===== config.mk =====
export PLATFORM = sky130hd
export DESIGN_NAME = four_level_page_table_walker_core_flat
export DESIGN_NICKNAME = d
export VERILOG_FILES = /design/src/sv/fpw_pkg.sv /design/src/sv/fpw_if.sv /design/src/sv/fpw_front.sv /design/src/sv/fpw_queue.sv /design/src/sv/fpw_back.sv /design/src/sv/four_level_page_table_walker_core.sv /design/src/flat_wrapper.sv
export SDC_FILE = /design/constraint.sdc
export NUM_CORES = 1
export LEC_CHECK = 0
export BUFFER_PORTS_ARGS = -buffer_cell sky130_fd_sc_hd__buf_2
export CAP_MARGIN = 25
export CELL_PAD_IN_SITES_DETAIL_PLACEMENT = 1
export CELL_PAD_IN_SITES_GLOBAL_PLACEMENT = 2
export CORE_ASPECT_RATIO = 1.5
export CORE_MARGIN = 2
export CORE_UTILIZATION = 38
export CTS_CLUSTER_SIZE = 20
export DETAILED_ROUTE_END_ITERATION = 12
export PLACE_DENSITY = 0.86
export SYNTH_ARGS = -nofsm -noshare
export SYNTH_HDL_FRONTEND = slang
export SYNTH_SLANG_ARGS = --single-unit

===== constraint.sdc =====
create_clock -name clk -period 5.88 [get_ports clk]
set_clock_uncertainty 0.15 [all_clocks]
set_input_delay 0.882 -clock clk [delete_from_list [all_inputs] [get_ports clk]]
set_output_delay 0.882 -clock clk [all_outputs]
set_load 0.01 [all_outputs]

===== src/sv/fpw_pkg.sv =====
// Package for the four-level page table walker.
// Holds the classified command and result types, kind codes and helpers.
// No dependencies; every file in sv/ but fpw_if.sv imports it.
package fpw_pkg;

  localparam int VA_W    = 48;
  localparam int PA_W    = 52;
  localparam int ENTRY_W = 64;
  localparam int LEVEL_W = 2;
  localparam int IDX_W   = 9;

  // Request types on the input channel
  localparam logic REQ_TRANSLATE = 1'b0;
  localparam logic REQ_RESPONSE  = 1'b1;

  // Result kinds
  localparam logic [1:0] KIND_READ = 2'd0;
  localparam logic [1:0] KIND_DONE = 2'd1;
  localparam logic [1:0] KIND_PERR = 2'd2;

  // Page sizes
  localparam logic [1:0] PSZ_4K = 2'd0;
  localparam logic [1:0] PSZ_2M = 2'd1;
  localparam logic [1:0] PSZ_1G = 2'd2;

  // Walk levels
  localparam logic [LEVEL_W-1:0] LVL_TOP  = 2'd0;
  localparam logic [LEVEL_W-1:0] LVL_1G   = 2'd1;
  localparam logic [LEVEL_W-1:0] LVL_2M   = 2'd2;
  localparam logic [LEVEL_W-1:0] LVL_LEAF = 2'd3;

  localparam int QUEUE_DEPTH = 2;

  localparam logic [ENTRY_W-1:0] BIT_PRESENT = 64'h1;
  localparam logic [ENTRY_W-1:0] BIT_PS      = 64'h80;

  // One classified transaction, as the front hands it to the back
  typedef struct packed {
    logic            is_resp;
    logic            fail;     // read error or entry not present
    logic            ps;       // page-size bit of the entry
    logic [PA_W-1:0] frame;    // 4KB-aligned frame, masked to PA_BITS
    logic [VA_W-1:0] vaddr;
  } fpw_cmd_t;

  typedef struct packed {
    logic [1:0]         out_kind;
    logic [PA_W-1:0]    read_addr;
    logic [PA_W-1:0]    phys_addr;
    logic               fault;
    logic [LEVEL_W-1:0] fault_level;
    logic [1:0]         map_size;
  } fpw_res_t;

  // Table index of a virtual address at a given level
  function automatic logic [IDX_W-1:0] va_index(input logic [VA_W-1:0] va,
                                                input logic [LEVEL_W-1:0] lvl);
    logic [IDX_W-1:0] idx;
    unique case (lvl)
      LVL_TOP: idx = va[47:39];
      LVL_1G:  idx = va[38:30];
      LVL_2M:  idx = va[29:21];
      default: idx = va[20:12];
    endcase
    return idx;
  endfunction

  // Entry address: table base plus index times 8
  function automatic logic [PA_W-1:0] entry_addr(input logic [PA_W-1:0] tbl,
                                                 input logic [VA_W-1:0] va,
                                                 input logic [LEVEL_W-1:0] lvl);
    return tbl + {{(PA_W-IDX_W-3){1'b0}}, va_index(va, lvl), 3'b000};
  endfunction

endpackage


===== src/sv/fpw_if.sv =====
// Valid/ready channel interfaces for the page table walker.
// fpw_in_if carries requests and entry responses, fpw_out_if carries results.
// No dependencies.
interface fpw_in_if;
  logic        valid;
  logic        ready;
  logic        req_type;
  logic [51:0] dir_base;
  logic [47:0] virt_addr;
  logic [63:0] entry_data;
  logic        read_error;

  modport source(output valid, req_type, dir_base, virt_addr, entry_data, read_error,
                 input ready);
  modport sink(input valid, req_type, dir_base, virt_addr, entry_data, read_error,
               output ready);
endinterface

interface fpw_out_if;
  logic        valid;
  logic        ready;
  logic [1:0]  out_kind;
  logic [51:0] read_addr;
  logic [51:0] phys_addr;
  logic        fault;
  logic [1:0]  fault_level;
  logic [1:0]  map_size;

  modport source(output valid, out_kind, read_addr, phys_addr, fault, fault_level,
                 map_size, input ready);
  modport sink(input valid, out_kind, read_addr, phys_addr, fault, fault_level,
               map_size, output ready);
endinterface


===== src/sv/fpw_front.sv =====
// Front end of the page table walker: classifies input transactions.
// Masks frames to PA_BITS and decodes entry flags. Depends on fpw_pkg.
module fpw_front #(
  parameter int PA_BITS = 52
) (
  input  logic             req_type,
  input  logic [51:0]      dir_base,
  input  logic [47:0]      virt_addr,
  input  logic [63:0]      entry_data,
  input  logic             read_error,
  output fpw_pkg::fpw_cmd_t cmd
);
  import fpw_pkg::*;

  localparam logic [PA_W-1:0] PA_MASK  = {PA_W{1'b1}} >> (PA_W - PA_BITS);
  localparam logic [PA_W-1:0] FRAME_4K = PA_MASK & ~52'hfff;

  logic [PA_W-1:0] src;

  assign src = (req_type == REQ_RESPONSE) ? entry_data[PA_W-1:0] : dir_base;

  always_comb begin
    cmd.is_resp = (req_type == REQ_RESPONSE);
    cmd.fail    = read_error || ((entry_data & BIT_PRESENT) == '0);
    cmd.ps      = ((entry_data & BIT_PS) != '0);
    cmd.frame   = src & FRAME_4K;
    cmd.vaddr   = virt_addr;
  end

endmodule


===== src/sv/fpw_queue.sv =====
// Short FIFO between the front and back of the page table walker.
// Stores classified commands. Depends on fpw_pkg.
module fpw_queue (
  input  logic              clk,
  input  logic              rst_n,
  input  logic              push,
  input  fpw_pkg::fpw_cmd_t push_data,
  output logic              full,
  input  logic              pop,
  output logic              not_empty,
  output fpw_pkg::fpw_cmd_t pop_data
);
  import fpw_pkg::*;

  localparam int PTR_W = (QUEUE_DEPTH > 1) ? $clog2(QUEUE_DEPTH) : 1;
  localparam int CNT_W = $clog2(QUEUE_DEPTH + 1);
  localparam logic [CNT_W-1:0] DEPTH_C = CNT_W'(QUEUE_DEPTH);
  localparam logic [PTR_W-1:0] LAST_C  = PTR_W'(QUEUE_DEPTH - 1);

  fpw_cmd_t         slot_r [QUEUE_DEPTH];
  logic [PTR_W-1:0] wr_ptr_r, wr_ptr_nxt;
  logic [PTR_W-1:0] rd_ptr_r, rd_ptr_nxt;
  logic [CNT_W-1:0] count_r, count_nxt;

  assign full      = (count_r == DEPTH_C);
  assign not_empty = (count_r != '0);
  assign pop_data  = slot_r[rd_ptr_r];

  always_comb begin
    wr_ptr_nxt = wr_ptr_r;
    rd_ptr_nxt = rd_ptr_r;
    count_nxt  = count_r;
    if (push) begin
      wr_ptr_nxt = (wr_ptr_r == LAST_C) ? '0 : wr_ptr_r + 1'b1;
    end
    if (pop) begin
      rd_ptr_nxt = (rd_ptr_r == LAST_C) ? '0 : rd_ptr_r + 1'b1;
    end
    if (push && !pop) begin
      count_nxt = count_r + 1'b1;
    end else if (pop && !push) begin
      count_nxt = count_r - 1'b1;
    end
  end

  always_ff @(posedge clk) begin
    if (!rst_n) begin
      wr_ptr_r <= '0;
      rd_ptr_r <= '0;
      count_r  <= '0;
    end else begin
      wr_ptr_r <= wr_ptr_nxt;
      rd_ptr_r <= rd_ptr_nxt;
      count_r  <= count_nxt;
    end
  end

  always_ff @(posedge clk) begin
    if (push) begin
      slot_r[wr_ptr_r] <= push_data;
    end
  end

endmodule


===== src/sv/fpw_back.sv =====
// Back end of the page table walker: holds the walk state and forms results.
// One command per cycle, while the result is not stalled, into a registered result. Depends on fpw_pkg.
module fpw_back (
  input  logic              clk,
  input  logic              rst_n,
  input  logic              cmd_valid,
  input  fpw_pkg::fpw_cmd_t cmd,
  output logic              cmd_pop,
  output logic              res_valid,
  input  logic              res_ready,
  output fpw_pkg::fpw_res_t res
);
  import fpw_pkg::*;

  logic               busy_r, busy_nxt;
  logic [LEVEL_W-1:0] level_r, level_nxt;
  logic [VA_W-1:0]    vaddr_r, vaddr_nxt;
  logic               res_valid_r;
  fpw_res_t           res_r, res_nxt;
  logic [PA_W-1:0]    frame_2m, frame_1g;
  logic [LEVEL_W-1:0] level_inc;

  assign cmd_pop   = cmd_valid && (!res_valid_r || res_ready);
  assign res_valid = res_valid_r;
  assign res       = res_r;
  assign frame_2m  = cmd.frame & ~52'h1fffff;
  assign frame_1g  = cmd.frame & ~52'h3fffffff;
  assign level_inc = level_r + 1'b1;

  always_comb begin
    busy_nxt  = busy_r;
    level_nxt = level_r;
    vaddr_nxt = vaddr_r;
    res_nxt   = '{out_kind: KIND_PERR, read_addr: '0, phys_addr: '0, fault: 1'b0,
                  fault_level: LVL_TOP, map_size: PSZ_4K};
    if (!cmd.is_resp) begin
      if (!busy_r) begin
        // start a walk at the top table
        busy_nxt          = 1'b1;
        level_nxt         = LVL_TOP;
        vaddr_nxt         = cmd.vaddr;
        res_nxt.out_kind  = KIND_READ;
        res_nxt.read_addr = entry_addr(cmd.frame, cmd.vaddr, LVL_TOP);
      end
    end else if (busy_r) begin
      res_nxt.out_kind    = KIND_DONE;
      res_nxt.fault_level = level_r;
      busy_nxt            = 1'b0;
      level_nxt           = LVL_TOP;
      if (cmd.fail) begin
        res_nxt.fault = 1'b1;
      end else if (level_r == LVL_1G && cmd.ps) begin
        res_nxt.phys_addr = frame_1g | {22'b0, vaddr_r[29:0]};
        res_nxt.map_size  = PSZ_1G;
      end else if (level_r == LVL_2M && cmd.ps) begin
        res_nxt.phys_addr = frame_2m | {31'b0, vaddr_r[20:0]};
        res_nxt.map_size  = PSZ_2M;
      end else if (level_r == LVL_LEAF) begin
        if (cmd.frame == '0) begin
          res_nxt.fault = 1'b1;
        end else begin
          res_nxt.phys_addr = cmd.frame | {40'b0, vaddr_r[11:0]};
        end
      end else begin
        // descend to the next table
        busy_nxt            = 1'b1;
        level_nxt           = level_inc;
        res_nxt.out_kind    = KIND_READ;
        res_nxt.fault_level = level_inc;
        res_nxt.read_addr   = entry_addr(cmd.frame, vaddr_r, level_inc);
      end
    end
  end

  always_ff @(posedge clk) begin
    if (!rst_n) begin
      busy_r      <= 1'b0;
      level_r     <= LVL_TOP;
      vaddr_r     <= '0;
      res_valid_r <= 1'b0;
    end else begin
      if (cmd_pop) begin
        busy_r  <= busy_nxt;
        level_r <= level_nxt;
        vaddr_r <= vaddr_nxt;
      end
      if (cmd_pop) begin
        res_valid_r <= 1'b1;
      end else if (res_ready) begin
        res_valid_r <= 1'b0;
      end
    end
  end

  always_ff @(posedge clk) begin
    if (cmd_pop) begin
      res_r <= res_nxt;
    end
  end

endmodule


===== src/sv/four_level_page_table_walker_core.sv =====
// Four-level x86-64 page table walker, top level.
// Instantiates fpw_front, fpw_queue and fpw_back; depends on fpw_pkg and fpw_if.
//
// Usage: in_chan carries two kinds of transaction. A translate request
// (req_type 0) gives the top table base and a 48-bit virtual address; an
// entry response (req_type 1) returns the entry that memory read for the last
// read request, with a read error flag. out_chan carries exactly one result
// per input transaction: a read request for the next entry, a finished
// translation (physical address or fault and the level where the walk ended),
// or a protocol error for a request while a walk runs or a response while idle.
// Order: a transaction enters the front queue at the accepting edge, and the
// back registers its result once it takes the transaction from the queue.
// Throughput is one transaction per cycle when nothing stalls, set by the
// walk step in the back (masks and one 52-bit add).
// Stalls: when out_chan is not ready, hold the result register; the two-entry
// queue keeps accepting until full, then in_chan.ready drops.
// Reset: synchronous active-low rst_n empties the queue, drops the result and
// returns the walker to idle at the top level. No clearing pass is needed.
module four_level_page_table_walker_core #(
  parameter int PA_BITS = 52
) (
  input logic      clk,
  input logic      rst_n,
  fpw_in_if.sink   in_chan,
  fpw_out_if.source out_chan
);
  import fpw_pkg::*;

  fpw_cmd_t front_cmd;
  fpw_cmd_t queue_cmd;
  fpw_res_t back_res;
  logic     q_full;
  logic     q_not_empty;
  logic     q_pop;
  logic     q_push;

  // Front: classify and mask
  fpw_front #(
    .PA_BITS(PA_BITS)
  ) u_front (
    .req_type  (in_chan.req_type),
    .dir_base  (in_chan.dir_base),
    .virt_addr (in_chan.virt_addr),
    .entry_data(in_chan.entry_data),
    .read_error(in_chan.read_error),
    .cmd       (front_cmd)
  );

  assign in_chan.ready = !q_full;
  assign q_push        = in_chan.valid && !q_full;

  // Queue: decouple acceptance from result stalls
  fpw_queue u_queue (
    .clk      (clk),
    .rst_n    (rst_n),
    .push     (q_push),
    .push_data(front_cmd),
    .full     (q_full),
    .pop      (q_pop),
    .not_empty(q_not_empty),
    .pop_data (queue_cmd)
  );

  // Back: advance the walk and register the result
  fpw_back u_back (
    .clk      (clk),
    .rst_n    (rst_n),
    .cmd_valid(q_not_empty),
    .cmd      (queue_cmd),
    .cmd_pop  (q_pop),
    .res_valid(out_chan.valid),
    .res_ready(out_chan.ready),
    .res      (back_res)
  );

  assign out_chan.out_kind    = back_res.out_kind;
  assign out_chan.read_addr   = back_res.read_addr;
  assign out_chan.phys_addr   = back_res.phys_addr;
  assign out_chan.fault       = back_res.fault;
  assign out_chan.fault_level = back_res.fault_level;
  assign out_chan.map_size    = back_res.map_size;

endmodule


===== src/flat_wrapper.sv =====
// flat-port wrapper written by rule: the top's interface ports become plain ports
module four_level_page_table_walker_core_flat import fpw_pkg::*;
#(
  parameter int PA_BITS = 52
)
  (clk, rst_n, in_chan_valid, in_chan_req_type, in_chan_dir_base, in_chan_virt_addr, in_chan_entry_data, in_chan_read_error, in_chan_ready, out_chan_valid, out_chan_out_kind, out_chan_read_addr, out_chan_phys_addr, out_chan_fault, out_chan_fault_level, out_chan_map_size, out_chan_ready);
  fpw_in_if in_chan_i ();
  fpw_out_if out_chan_i ();
  input logic clk;
  input logic rst_n;
  input wire logic [$bits(in_chan_i.valid)-1:0] in_chan_valid;
  input wire logic [$bits(in_chan_i.req_type)-1:0] in_chan_req_type;
  input wire logic [$bits(in_chan_i.dir_base)-1:0] in_chan_dir_base;
  input wire logic [$bits(in_chan_i.virt_addr)-1:0] in_chan_virt_addr;
  input wire logic [$bits(in_chan_i.entry_data)-1:0] in_chan_entry_data;
  input wire logic [$bits(in_chan_i.read_error)-1:0] in_chan_read_error;
  output wire logic [$bits(in_chan_i.ready)-1:0] in_chan_ready;
  output wire logic [$bits(out_chan_i.valid)-1:0] out_chan_valid;
  output wire logic [$bits(out_chan_i.out_kind)-1:0] out_chan_out_kind;
  output wire logic [$bits(out_chan_i.read_addr)-1:0] out_chan_read_addr;
  output wire logic [$bits(out_chan_i.phys_addr)-1:0] out_chan_phys_addr;
  output wire logic [$bits(out_chan_i.fault)-1:0] out_chan_fault;
  output wire logic [$bits(out_chan_i.fault_level)-1:0] out_chan_fault_level;
  output wire logic [$bits(out_chan_i.map_size)-1:0] out_chan_map_size;
  input wire logic [$bits(out_chan_i.ready)-1:0] out_chan_ready;
  assign in_chan_i.valid = in_chan_valid;
  assign in_chan_i.req_type = in_chan_req_type;
  assign in_chan_i.dir_base = in_chan_dir_base;
  assign in_chan_i.virt_addr = in_chan_virt_addr;
  assign in_chan_i.entry_data = in_chan_entry_data;
  assign in_chan_i.read_error = in_chan_read_error;
  assign in_chan_ready = in_chan_i.ready;
  assign out_chan_valid = out_chan_i.valid;
  assign out_chan_out_kind = out_chan_i.out_kind;
  assign out_chan_read_addr = out_chan_i.read_addr;
  assign out_chan_phys_addr = out_chan_i.phys_addr;
  assign out_chan_fault = out_chan_i.fault;
  assign out_chan_fault_level = out_chan_i.fault_level;
  assign out_chan_map_size = out_chan_i.map_size;
  assign out_chan_i.ready = out_chan_ready;
  four_level_page_table_walker_core #(.PA_BITS(PA_BITS)) u_core (.clk(clk), .rst_n(rst_n), .in_chan(in_chan_i), .out_chan(out_chan_i));
endmodule

==> metrics.yaml <==
synth:
  ys_top_cells_by_count: "edfxtp_1, mux2i_1, nor2_1, nand2_1, mux2_2"
  yosysUniqueCellTypes: 52
  yosys_register_bits: 347
  synth_top_area_frac: 0.627
  syn-mean-instance-area_um2: 15.2
  syn_inst: 915
  yosysSeqAreaShare: 0.710
  synth_async_sr_flop_share: 0
  synthFlopType: "edfxtp_1"
  yosys_warnings: 0
  syn-cell-area_um2: 13900
  synth.largest_area_cell: "edfxtp_1"
  yosysMostFrequentCell: "edfxtp_1"
  synth_edf_count: 290
  ys_top_cells_by_area: "edfxtp_1, dfxtp_1, mux2i_1"
worst_setup_path:
  r2r_setup_slack_ps: 1880
  crit_arrival_ps: 4220
  endpoint_kind: "flip-flop"
  critical_path_class: "flip-flop to flip-flop"
  crit_chain: "mux2i_1 > inv_1 > ha_1 > clkinv_1 > nor2_1 > nand2_1 > buf_4 > nor2_1"
  cpMostUsedCell: "nor2_1"
  cpMaxStageDelayCell: "nor2_1"
  required_ps: 6100
  crit_path_start_kind: "flip-flop"
  cpPeakStageDelay_ps: 850
  path_max_fanout: 32
routing:
  finalWirelength_mm: 34.2
  drt-wirelength-per-cell_um: 20.6
  drtAntennaViolNets: 0
  drt_first_pass_iters: 5
  dr_total_vias: 8624
  via_per_inst: 5.19
  route.detailed.drc: 0
  drt_iter0_drc: 524
timing:
  final_period_minus_worst_setup_slack_ps: 4000
  hold_viol: 0
  worstMarginPinSlew_ps: 1020
  finalMaxSlewViolations: 0
  slew_headroom: 0.313
  setup_viol: 0
  tns_ps: 0
  rsz0062_at_grt: "false"
  max_freq_mhz: 250
  layout_worst_path_cycle_share: 0.681
cts:
  cts_root_buffer: "clkbuf_16"
  clkSinkCount: 347
  clock_path_buffers: 3
  clkSlewWorstSetupHoldPaths_ps: 60
  cts_tree: "yes"
  holdBufCountCts: 0
  post_cts_resized: 0
  clk_latency_ps: 520
  htreeDepth: 2
  numCtsBuffers: 34
  postCtsSetupBuffers: 0
floorplan:
  ioPinCount: 283
  fp.dieW_um: 160
  rows: 85
  die_y_um: 238
  core_um2: 35900
  fp.dieArea_um2: 38100
  start_util: 0.386
power_and_ir_drop:
  p_sw_frac: 0.305
  p_seq_frac: 0.474
  ir_worst_vdd_v: 0.000203
  power_density_nw_per_um2: 488
  p_comb_frac: 0.245
  p_clk_frac: 0.281
  p_int_uw: 5720
  p_leak_uw: 0.00662
  p_switching_uw: 2510
layout:
  layout-drive-gt1-share: 0.323
  syn2layout_area_growth_pct: 21.6
  multi_input_area_um2: 3760
  ff_latch_area_um2: 9850
  fill_cells: 3636
  fin_util: 0.470
  finalNetCount: 1336
placed_design:
  place_congestion: 0.802
  portBuffers: 245
  dp.final_hpwl_mm: 24.3
global_route:
  first_global_vias: 9146
  grt_pass1_wl_mm: 52.4
  grt_max_degree: 83
  grtUsageTotal: 0.179
  antenna_found_initial: 1
  globalRouteOverflowTotal: 0
worst_hold_path:
  hold_path.class: "flip-flop to flip-flop"
outcome:
  status: "finished, final reports clean"
flow_run:
  maxCapViolations: 0
cell families after synthesis:
logic type,synth area share
flops,0.710
simple gates,0.0775
mux,0.102
compound gates,0.0773
buf+inv,0.0224
fa+ha+maj,0.00811
xor+xnor,0.00252
other cells,0.000270
state kept, by name, indices dropped and copies added, names as in the netlist, named ones only:
signal / flops
u_core.u_queue.slot_r: 182
u_core.u_queue.rd_ptr_r: 1
u_core.u_back.vaddr_r: 48
u_core.u_back.level_r: 2
u_core.u_back.busy_r: 1
u_core.u_back.res_valid: 1
u_core.u_back.res: 108
u_core.u_queue.count_r: 2
u_core.u_queue.wr_ptr_r: 1
power by group through the flow:
stage | registers (uW) | clock network [uW] | logic [uW]
final | 3900 | 2310 | 2020
after floorplan | 4040 | 0 | 1050
after global placement | 3940 | 0 | 1970
after global routing | 3970 | 2470 | 2210
after detailed placement | 3960 | 0 | 2020
after CTS | 3920 | 2380 | 2030
worst paths after layout:
| check | startpoint | to | cells past startpoint |
|---|---|---|---|
| setup reg to reg | flip-flop | u_core.u_back.res[39] | 8 |
| hold / removal | u_core.u_back.vaddr_r[8] | u_core.u_back.vaddr_r[8] | 1 |
| setup / recovery | flip-flop | u_core.u_back.res[39] | 8 |
| hold reg to reg | u_core.u_back.vaddr_r[8] | u_core.u_back.vaddr_r[8] | 1 |
routing by layer:
| metal | track usage | part of all wire |
|---|---|---|
| met4 | 0.0844 | 0.039 |
| met5 | 0 | 0 |
| met1 | 0.203 | 0.38 |
| met2 | 0.329 | 0.53 |
| met3 | 0.0294 | 0.052 |
worst max-delay path, delay by kind of cell, from the launching register on:
family,cells,cell delay (ps)
adders and majority gates,1,620
buffers and inverters,3,850
DFF,1,720
muxes,1,410
and+or+nand+nor,3,1090
layout by cell type (no fill, tap or decap), types with 12 or more instances in the layout:
master	count
a31oi_1	15
edfxtp_1	290
nand2_1	61
mux2i_1	75
clkbuf_16	37
nand3_1	24
mux2_2	58
o211a_1	48
nand4_1	13
nor2_1	63
nor4_1	15
dfxtp_1	56
buf_2	245
a21oi_1	12
nor2b_1	19
buf_4	12
stage by stage:
| step | setup WS [ps] | hold slack (ps) | instance area, um2 | power (uW) | std cells |
|---|---|---|---|---|---|
| after floorplan | 425 | 303 | 13900 | 5100 | 917 |
| final | 1880 | 351 | 16900 | 8230 | 1662 |
| after detailed placement | 1840 | 339 | 15600 | 5980 | 1595 |
| after global routing | 1380 | 366 | 16900 | 8650 | 1662 |
| after global placement | 1970 | 319 | 15600 | 5900 | 1594 |
| after CTS | 1800 | 357 | 16800 | 8340 | 1657 |
final cells by class:
class	instances	share of cell area
sequential	347	0.584
multi-input combinational	502	0.223
timing repair buffer	263	0.0850
clock buffer	46	0.0569
tap	478	0.0354
clock inverter	16	0.0136
inverter	9	0.00215
antenna	1	0.000148
Note: power is estimated with default switching activity, not from simulation.
